$ cat src/hw/rtl/skts_pkg.sv
// Shared types and codes for the sorted key table search block.
// No dependencies; imported by the controller, the datapath and the top level.
package skts_pkg;

  typedef enum logic [1:0] {
    CMD_CLEAR  = 2'd0,
    CMD_APPEND = 2'd1,
    CMD_SORT   = 2'd2,
    CMD_SEARCH = 2'd3
  } command_e;

  typedef enum logic [1:0] {
    ST_DONE    = 2'd0,
    ST_FULL    = 2'd1,
    ST_MISSING = 2'd2
  } status_e;

  // Controller to datapath commands
  typedef struct packed {
    logic    latch;
    logic    clear;
    logic    append;
    logic    gap_init;
    logic    gap_half;
    logic    pass_init;
    logic    rd_a;
    logic    rd_b;
    logic    hold_a;
    logic    wr1;
    logic    wr2;
    logic    idx_inc;
    logic    srch_init;
    logic    srch_rd_mid;
    logic    srch_step;
    logic    srch_rd_left;
    logic    res_set;
    logic    res_match;
    status_e res_status;
  } ctrl_t;

  // Datapath to controller status
  typedef struct packed {
    logic full;
    logic gap_zero;
    logic idx_end;
    logic swapped;
    logic swap_need;
    logic srch_more;
    logic left_neg;
  } stat_t;

endpackage

$ cat src/hw/rtl/skts_controller.sv
// Controller state machine: sequences clear, append, sort and search on the datapath.
// Depends on skts_pkg.
module skts_controller (
  input  logic              clk_i,
  input  logic              rst_ni,
  input  logic              start,
  output logic              busy,
  output logic              done_o,
  input  skts_pkg::command_e command_i,
  input  skts_pkg::stat_t   stat_i,
  output skts_pkg::ctrl_t   ctrl_o
);
  import skts_pkg::*;

  typedef enum logic [15:0] {
    S_IDLE  = 16'h0001,
    S_CLR   = 16'h0002,
    S_APP   = 16'h0004,
    S_GINIT = 16'h0008,
    S_GAP   = 16'h0010,
    S_CHK   = 16'h0020,
    S_RDB   = 16'h0040,
    S_HOLD  = 16'h0080,
    S_CMP   = 16'h0100,
    S_WR2   = 16'h0200,
    S_QINIT = 16'h0400,
    S_QLOOP = 16'h0800,
    S_QCMP  = 16'h1000,
    S_QFIN  = 16'h2000,
    S_DONE  = 16'h4000,
    S_QMISS = 16'h8000
  } state_e;

  state_e state_q, state_d;

  always_ff @(posedge clk_i or negedge rst_ni) begin
    if (!rst_ni) begin
      state_q <= S_IDLE;
    end else begin
      state_q <= state_d;
    end
  end

  always_comb begin
    state_d = state_q;
    ctrl_o  = '0;
    ctrl_o.res_status = ST_DONE;
    unique case (state_q)
      S_IDLE: begin
        if (start) begin
          ctrl_o.latch = 1'b1;
          unique case (command_i)
            CMD_CLEAR:  state_d = S_CLR;
            CMD_APPEND: state_d = S_APP;
            CMD_SORT:   state_d = S_GINIT;
            CMD_SEARCH: state_d = S_QINIT;
            default:    state_d = S_CLR;
          endcase
        end
      end
      S_CLR: begin
        ctrl_o.clear   = 1'b1;
        ctrl_o.res_set = 1'b1;
        state_d        = S_DONE;
      end
      S_APP: begin
        ctrl_o.append     = 1'b1;
        ctrl_o.res_set    = 1'b1;
        ctrl_o.res_status = stat_i.full ? ST_FULL : ST_DONE;
        state_d           = S_DONE;
      end
      S_GINIT: begin
        ctrl_o.gap_init = 1'b1;
        state_d         = S_GAP;
      end
      S_GAP: begin
        if (stat_i.gap_zero) begin
          ctrl_o.res_set = 1'b1;
          state_d        = S_DONE;
        end else begin
          ctrl_o.pass_init = 1'b1;
          state_d          = S_CHK;
        end
      end
      S_CHK: begin
        if (!stat_i.idx_end) begin
          ctrl_o.rd_a = 1'b1;
          state_d     = S_RDB;
        end else if (stat_i.swapped) begin
          ctrl_o.pass_init = 1'b1;
        end else begin
          ctrl_o.gap_half = 1'b1;
          state_d         = S_GAP;
        end
      end
      S_RDB: begin
        ctrl_o.hold_a = 1'b1;
        ctrl_o.rd_b   = 1'b1;
        state_d       = S_HOLD;
      end
      S_HOLD: begin
        state_d = S_CMP;
      end
      S_CMP: begin
        if (stat_i.swap_need) begin
          ctrl_o.wr1 = 1'b1;
          state_d    = S_WR2;
        end else begin
          ctrl_o.idx_inc = 1'b1;
          state_d        = S_CHK;
        end
      end
      S_WR2: begin
        ctrl_o.wr2     = 1'b1;
        ctrl_o.idx_inc = 1'b1;
        state_d        = S_CHK;
      end
      S_QINIT: begin
        ctrl_o.srch_init = 1'b1;
        state_d          = S_QLOOP;
      end
      S_QLOOP: begin
        if (stat_i.srch_more) begin
          ctrl_o.srch_rd_mid = 1'b1;
          state_d            = S_QCMP;
        end else if (stat_i.left_neg) begin
          state_d = S_QMISS;
        end else begin
          ctrl_o.srch_rd_left = 1'b1;
          state_d             = S_QFIN;
        end
      end
      S_QCMP: begin
        ctrl_o.srch_step = 1'b1;
        state_d          = S_QLOOP;
      end
      S_QFIN: begin
        ctrl_o.res_set   = 1'b1;
        ctrl_o.res_match = 1'b1;
        state_d          = S_DONE;
      end
      S_QMISS: begin
        ctrl_o.res_set    = 1'b1;
        ctrl_o.res_status = ST_MISSING;
        state_d           = S_DONE;
      end
      S_DONE: begin
        state_d = S_IDLE;
      end
      default: state_d = S_IDLE;
    endcase
  end

  assign busy   = (state_q != S_IDLE);
  assign done_o = (state_q == S_DONE);

endmodule

$ cat config.mk
export PLATFORM = sky130hd
export DESIGN_NAME = skts_controller
export DESIGN_NICKNAME = d
export VERILOG_FILES = /design/src/hw/rtl/skts_pkg.sv /design/src/hw/rtl/skts_controller.sv
export SDC_FILE = /design/constraint.sdc
export NUM_CORES = 1
export LEC_CHECK = 0
export ABC_AREA = 1
export BUFFER_PORTS_ARGS = -buffer_cell sky130_fd_sc_hd__buf_2
export CORE_ASPECT_RATIO = 1.5
export CORE_MARGIN = 4
export CORE_UTILIZATION = 55
export DETAILED_ROUTE_END_ITERATION = 6
export PLACE_DENSITY = 0.93
export SYNTH_ARGS = -nofsm -noshare
export SYNTH_HDL_FRONTEND = slang
export SYNTH_SLANG_ARGS = --single-unit
export TNS_END_PERCENT = 1
$ cat constraint.sdc
create_clock -name clk_i -period 2.89 [get_ports clk_i]
set_input_delay 0.289 -clock clk_i [delete_from_list [all_inputs] [get_ports clk_i]]
set_output_delay 0.289 -clock clk_i [all_outputs]
set_load 0.01 [all_outputs]
==> metrics.md, run 1 <==
| Metric | Value |
|---|---|
| Slew Viols, Final | 0 |
| Final setup viols | 0 |
| CP Data Arrival Time | 1.80 ns |
| Post-CTS sizing | 0 |
| Complex-gate fraction of the synthesized area | 4.19% |
| R2R Path End | state_q[0]$_DFFE_PN1P_ |
| Die area | 2930 sq um |
| Top cells by count, synth | nor2_1 (36), nand2_1 (30), inv_1 (28), dfrtp_1 (15), nand3_1 (12) |
| Power Dens Cells | 539 nW/um^2 |
| XOR/XNOR Fraction of Synth Area | 0% |
| First-pass GRT wire length | 4.54 mm |
| Mux contribution to synthesized area | 0% |
| Die X | 45.6 um |
| Reg2reg start | state_q[9]$_DFFE_PN0P_ |
| Met2 Resource Use GR | 35.0% |
| Clk root buf | clkbuf_4 |
| Synth Area in Simple Gates | 49.9% |
| Die Y | 64.4 um |
| Routed WL | 2.56 mm |
| Mapped Cells | 163 |
| Regs by FF count | state_q (16) |
| Sequential area share after synthesis | 34.5% |
| Clk slew on worst S/H paths | 0.08 ns |
| Yosys warnings | 0 |
| Status | finished clean |
| Gr busiest metal | met2 |
| Congestion Overflow GR | 0 |
| Post-route antenna net violation count | 0 |
| Hpwl dp | 2.09 mm |
| Synth Area in Adders | 0% |
| Hold_buf cts | 1 |
| M3 GR Usage | 1.97% |
| Num CTS Buffers | 3 |
| Layout Skew | 0.0144 ns |
| Initial core utilization | 57.5% |
| Net count after synthesis | 175 |
| Setup crit start kind | flip-flop |
| Endpoints failing hold | 0 |
| Area grow syn2layout | 18.2% |
| Post-synth EDFFs | 0 |
| Met1 Usage GRT | 24.7% |
| Sink Count | 16 |
| Fin area | 1380 sq um |
| Layout cell share with drive strength beyond 1 | 31.2% |
| RSZ-0062 raised after global routing | false |
| Critical setup path kind | reg2out |
| Residual DRC | 0 |
| Crit path required time | 2.60 ns |
| Area share of the largest cell type after synthesis | 32.2% |
| Setup repair bufs after CTS | 0 |
| Post-synthesis register bit count | 16 |
| Slew HR | 75.0% |
| Routed len/inst | 11.6 um |
| Critical Path Fanout Max | 14 |
| Final worst-path cycle share | 72.4% |
| Max Fclk | 478 MHz |
| Max Cap Viol | 0 |
| DRT iter0 DRCs | 52 |
| Vias | 1124 |
| Avg Inst Size Synth | 7.15 sq um |
| Clock Path Buffers | 2 |
| Worst-Skew Late Latency | 0.30 ns |
| Largest family of logic cells by synthesized area | simple AND/OR/NAND/NOR gates |
| Nets | 212 |
| PortBufs | 33 |
| Placement Cell Area | 1330 sq um |
| Max reg flops | 16 |
| CTS HTree Levels | 1 |
| Number of global-route vias before repair | 1109 |
| Most common cell in the netlist | nor2_1 |
| Cell Area, Synth | 1160 sq um |
| Primary FF master, synth | dfrtp_1 |
| I/O pin cnt | 34 |
| Synth area leader | dfrtp_1 |
| Slew @ Worst Pin | 0.371 ns |
| Largest net degree at the start of global routing | 17 |
| RD Place Congestion | 0.850 |
| Setup TNS | 0 ns |
| Initial antenna violation count | 0 |
| Top reg by flops | state_q |
| Drt pass-1 iters | 4 |
| Asr flop ratio synth | 100% |
| Synth unique cells | 23 |
| Worst Hold Class | in2reg |
| Via density | 5.09 |
| Max VDD drop | 0.520 mV |
| Fin crit period | 2.09 ns |
| LEAKAGE | 0.850 nW |
| CTS tree | yes |
| Finished Layout Cells | 221 |
| R2R cell count | 8 |
| Worst Setup SP | state_q[9]$_DFFE_PN0P_ |
| Rows | 20 |
| Gr usage total | 20.5% |
| Core area | 2030 sq um |
| Top cells by area, synth | dfrtp_1 (32%), nor2_1 (12%), nand2_1 (9.7%) |
| CP endpoint kind | output pin |
| N_diodes | 0 |
| Setup slack, reg-to-reg | 1.39 ns |
| CP endpoint | ctrl_o[3] |
| Placed cell count | 216 |
-- layer usage --
metal  routed length, um  vias to the layer above
li1                    -                      581
met1                1010                      503
met2                1380                       31
met3                 107                        9
met4                  63                        0
met5                   0                        -
-- where the power goes --
| group | switching (mW) | leakage, nW | total (mW) | internal, mW |
|---|---|---|---|---|
| logic | 0.229 | 0.610 | 0.330 | 0.101 |
| clock network | 0.0738 | 0.0210 | 0.151 | 0.0769 |
| registers | 0.0152 | 0.219 | 0.261 | 0.246 |
| total | 0.318 | 0.850 | 0.742 | 0.424 |
-- cell usage in the layout, fill, tap and decap left out, drive strengths merged --
| master | Yosys | final |
|---|---|---|
| clkbuf | 0 | 4 |
| dfstp | 1 | 1 |
| buf | 2 | 33 |
| dfrtp | 15 | 15 |
| nand3 | 13 | 13 |
| inv | 28 | 28 |
| dlygate4sd3 | 0 | 1 |
| nand4 | 2 | 2 |
| nor4 | 2 | 2 |
| nor3 | 5 | 5 |
| o211ai | 2 | 2 |
| a21oi | 1 | 1 |
| nand2 | 37 | 37 |
| nor2 | 50 | 50 |
| o21ai | 5 | 5 |
-- area by class of cell --
class | instances | area [sq um]
inverter | 28 | 105
clock buffer | 4 | 36.3
multi-input combinational | 117 | 631
tap | 22 | 27.5
timing repair buffer | 34 | 175
sequential | 16 | 402
fill | 177 | 651
-- critical path, stage by stage (launching register included) --
cell and delay [ns]:
dfrtp_1 0.40, nor2_2 0.22, nand2_4 0.12, nor2_8 0.27, o21ai_0 0.21, o211ai_1 0.14, buf_2 0.16
-- cells by family (layout without fill, tap and decap cells) --
kind of cell	Yosys count	in the layout
and+or+nand+nor	109	109
buffers and inverters	30	66
AOI/OAI and AO/OA	8	8
DFF	16	16
-- metrics by stage --
stage / utilization (%) / hold WS [ns] / power (mW) / worst slack (ns)
floorplan: - / -0.00659 / 0.528 / 1.08
detailed placement: 65.6 / 0.225 / 0.587 / 1.13
global route: 67.9 / 0.184 / 0.787 / 0.698
finish: 67.9 / 0.170 / 0.742 / 0.798
global placement: 65.6 / 0.214 / 0.578 / 1.18
CTS: 67.9 / 0.176 / 0.739 / 0.811
-- worst min path at each step --
stage	startpoint	end	slack, ns	depth (start not counted)
2_1_floorplan	rst_ni	state_q[10]$_DFFE_PN0P_	-0.007	0
3_3_place_gp	rst_ni	state_q[12]$_DFFE_PN0P_	0.21	1
3_5_place_dp	rst_ni	state_q[5]$_DFFE_PN0P_	0.23	1
4_1_cts	stat_i[0]	state_q[13]$_DFFE_PN0P_	0.18	2
5_1_grt	stat_i[0]	state_q[13]$_DFFE_PN0P_	0.18	2
6_report	stat_i[0]	state_q[13]$_DFFE_PN0P_	0.17	2
Power figures use the tool's default switching activity.
==> run 2, diff against run 1 <==
CORE_UTILIZATION = 51   (was 55)
PLACE_DENSITY = 0.88   (was 0.93)
clock period = 2.1 ns   (was 2.89 ns; I/O delays follow)
==> run 2 against run 1 <==
  * Sequential cell count unchanged
  * Final cell count grew 1.4%
  * Highest routed layer unchanged
  * Critical path type unchanged
  * Setup slack worse by 0.66 ns
==> metrics.md, run 2 (synthesis gave the netlist of run 1 again) <==
| Metric | Value |
|---|---|
| Status | finished clean (unchanged) |
| Slowest stage delay, CP | 0.41 ns (was 0.40 ns) |
| Final setup viols | 0 (unchanged) |
| Area grow syn2layout | 21.2% (was 18.2%) |
| Setup TNS | 0 ns (unchanged) |
| CP endpoint kind | output pin (unchanged) |
| R2R Path End | state_q[10]$_DFFE_PN0P_ (was state_q[0]$_DFFE_PN1P_) |
| Hold Path Origin | stat_i[0] (unchanged) |
| Hpwl dp | 2.06 mm (was 2.09 mm) |
| Placement Cell Area | 1330 sq um (unchanged) |
| DRT iter0 DRCs | 22 (was 52) |
| Commonest non-fill, non-tap cell in the layout | nor2_1 (unchanged) |
| Post-route total power | 1.07 mW (was 0.742 mW) |
| Crit-path slowest cell | dfrtp_1 (unchanged) |
| CP delay by family, top | simple AND/OR/NAND/NOR gates (unchanged) |
| Layout Skew | 0.00188 ns (was 0.0144 ns) |
| Initial antenna violation count | 0 (unchanged) |
| Routed WL | 2.63 mm (was 2.56 mm) |
| Number of global-route vias before repair | 1031 (was 1109) |
| Max VDD drop | 0.565 mV (was 0.520 mV) |
| R2R cell count | 8 (unchanged) |
| Gr usage total | 18.8% (was 20.5%) |
| Nets | 215 (was 212) |
| LEAKAGE | 0.869 nW (was 0.850 nW) |
| PortBufs | 33 (unchanged) |
| Finished Layout Cells | 224 (was 221) |
| Slew HR | 75.6% (was 75.0%) |
| Regs by FF count | state_q (16) (unchanged) |
| Fillers | 199 (was 177) |
| Crit-path cells | nor2_2 > nand2_4 > nor2_8 > buf_4 > nand4_4 > nand2_1 > buf_2 (was nor2_2 > nand2_4 > nor2_8 > o21ai_0 > o211ai_1 > buf_2) |
| Reg area | 402 sq um (unchanged) |
| Clock Path Buffers | 2 (unchanged) |
| RSZ-0062 raised after global routing | false (unchanged) |
| Max reg flops | 16 (unchanged) |
| Congestion Overflow GR | 0 (unchanged) |
| Setup slack, reg-to-reg | 0.56 ns (was 1.39 ns) |
| Final Util | 67.1% (was 67.9%) |
| Endpoints failing hold | 0 (unchanged) |
| Post-CTS sizing | 0 (unchanged) |
| Layout cell share with drive strength beyond 1 | 32.2% (was 31.2%) |
| Slew @ Worst Pin | 0.366 ns (was 0.371 ns) |
| Sink Count | 16 (unchanged) |
| Reg2reg start | state_q[12]$_DFFE_PN0P_ (was state_q[9]$_DFFE_PN0P_) |
| CTS HTree Levels | 1 (unchanged) |
| Top reg by flops | state_q (unchanged) |
| Core area | 2100 sq um (was 2030 sq um) |
| Vias | 1145 (was 1124) |
| I/O pin cnt | 34 (unchanged) |
| Rows | 20 (unchanged) |
| Hold Path Stages | 2 (unchanged) |
| Num CTS Buffers | 3 (unchanged) |
| Crit path required time | 1.89 ns (was 2.60 ns) |
| Drt pass-1 iters | 4 (unchanged) |
| Die area | 3130 sq um (was 2930 sq um) |
| Largest net degree at the start of global routing | 17 (unchanged) |
| Slew Viols, Final | 0 (unchanged) |
| Placed cell count | 216 (unchanged) |
| Die X | 47.0 um (was 45.6 um) |
| Area occupied by multi-input gates | 631 sq um (unchanged) |
| Fin crit period | 1.97 ns |
| Die Y | 66.5 um (was 64.4 um) |
| Critical setup path kind | reg2out (unchanged) |
| Worst Hold Class | in2reg (unchanged) |
| Endpoint, Worst Hold | state_q[13]$_DFFE_PN0P_ (unchanged) |
| Via density | 5.11 (was 5.09) |
| Routed len/inst | 11.7 um (was 11.6 um) |
| CP Data Arrival Time | 1.76 ns (was 1.80 ns) |
| Clk root buf | clkbuf_4 (unchanged) |
| Worst path buffer plus inverter count | 2 (was 1) |
| Max Cap Viol | 0 (unchanged) |
| Fin area | 1410 sq um (was 1380 sq um) |
| First-pass GRT wire length | 4.24 mm (was 4.54 mm) |
| N_diodes | 0 (unchanged) |
| CTS tree | yes (unchanged) |
| Power Dens Cells | 759 nW/um^2 (was 539 nW/um^2) |
| Critical Path Fanout Max | 8 (was 14) |
| Initial core utilization | 55.4% (was 57.5%) |
| Residual DRC | 0 (unchanged) |
| Worst-Skew Late Latency | 0.30 ns (about the same) |
| Final worst-path cycle share | 93.6% |
| RD Place Congestion | 0.787 (was 0.850) |
| Clk slew on worst S/H paths | 0.09 ns (was 0.08 ns) |
| Post-route antenna net violation count | 0 (unchanged) |
| Setup crit start kind | flip-flop (unchanged) |
| Max Fclk | 509 MHz |
| Most frequent cells in the layout | nor2_1 (36), buf_2 (33), nand2_1 (30) (unchanged) |
==> run 2: cell count changes in the layout (fill, tap and decap cells not counted) <==
cell / delta
buf_12: +1
buf_4: +2
==> run 2: power breakdown <==
| part | internal, mW | switching (mW) |
|---|---|---|
| logic | 0.176 | 0.324 |
| registers | 0.339 | 0.0209 |
| clock network | 0.106 | 0.106 |
| total | 0.621 | 0.451 |
==> run 2: final cells by class <==
cell class / instances / share of cell area, %
clock buffer: 4 / 2.57
inverter: 28 / 7.45
multi-input combinational: 117 / 44.7
tap: 22 / 1.95
timing repair buffer: 37 / 14.9
sequential: 16 / 28.5
==> run 2: layer usage <==
metal	up-vias	GRT usage (%)	share of wire, %
met3	5	2.43	4.5
met2	29	33.7	56
met5	-	0	0
li1	578	-	-
met1	533	20.8	38
met4	0	8.30	1.8
==> run 2: worst register-to-register path, cell delays in order (launching register included) <==
cell and delay (ns):
dfrtp_1 0.41, nor2_2 0.21, nand2_4 0.14, nor2_8 0.18, buf_4 0.16, nand2_4 0.06
nor2_4 0.09, nand2_1 0.08, nor2_1 0.13
==> run 2: worst max-delay path by stage <==
stage | slack, ns | to | from | cells after the start
global placement | 0.47 | ctrl_o[3] | state_q[10]$_DFFE_PN0P_ | 6
global route | 0.05 | ctrl_o[14] | state_q[12]$_DFFE_PN0P_ | 7
floorplan | 0.37 | ctrl_o[12] | state_q[10]$_DFFE_PN0P_ | 7
detailed placement | 0.40 | ctrl_o[3] | state_q[12]$_DFFE_PN0P_ | 6
CTS | 0.07 | ctrl_o[3] | state_q[12]$_DFFE_PN0P_ | 6
finish | 0.13 | ctrl_o[14] | state_q[12]$_DFFE_PN0P_ | 7
==> run 2: per-stage QoR <==
| stage | hold slack [ns] | setup WS (ns) |
|---|---|---|
| 2_1_floorplan | -0.0856 | 0.372 |
| 3_3_place_gp | 0.138 | 0.471 |
| 3_5_place_dp | 0.140 | 0.403 |
| 4_1_cts | 0.0821 | 0.0695 |
| 5_1_grt | 0.0735 | 0.0462 |
| 6_report | 0.0805 | 0.134 |
==> run 2: repair_timing <==
item                                    4_1_cts  5_1_grt
endpoints found under the hold margin        15        0
setup buffers                                 0        3
endpoints found under the setup margin        0        3
hold buffers                                  1        0
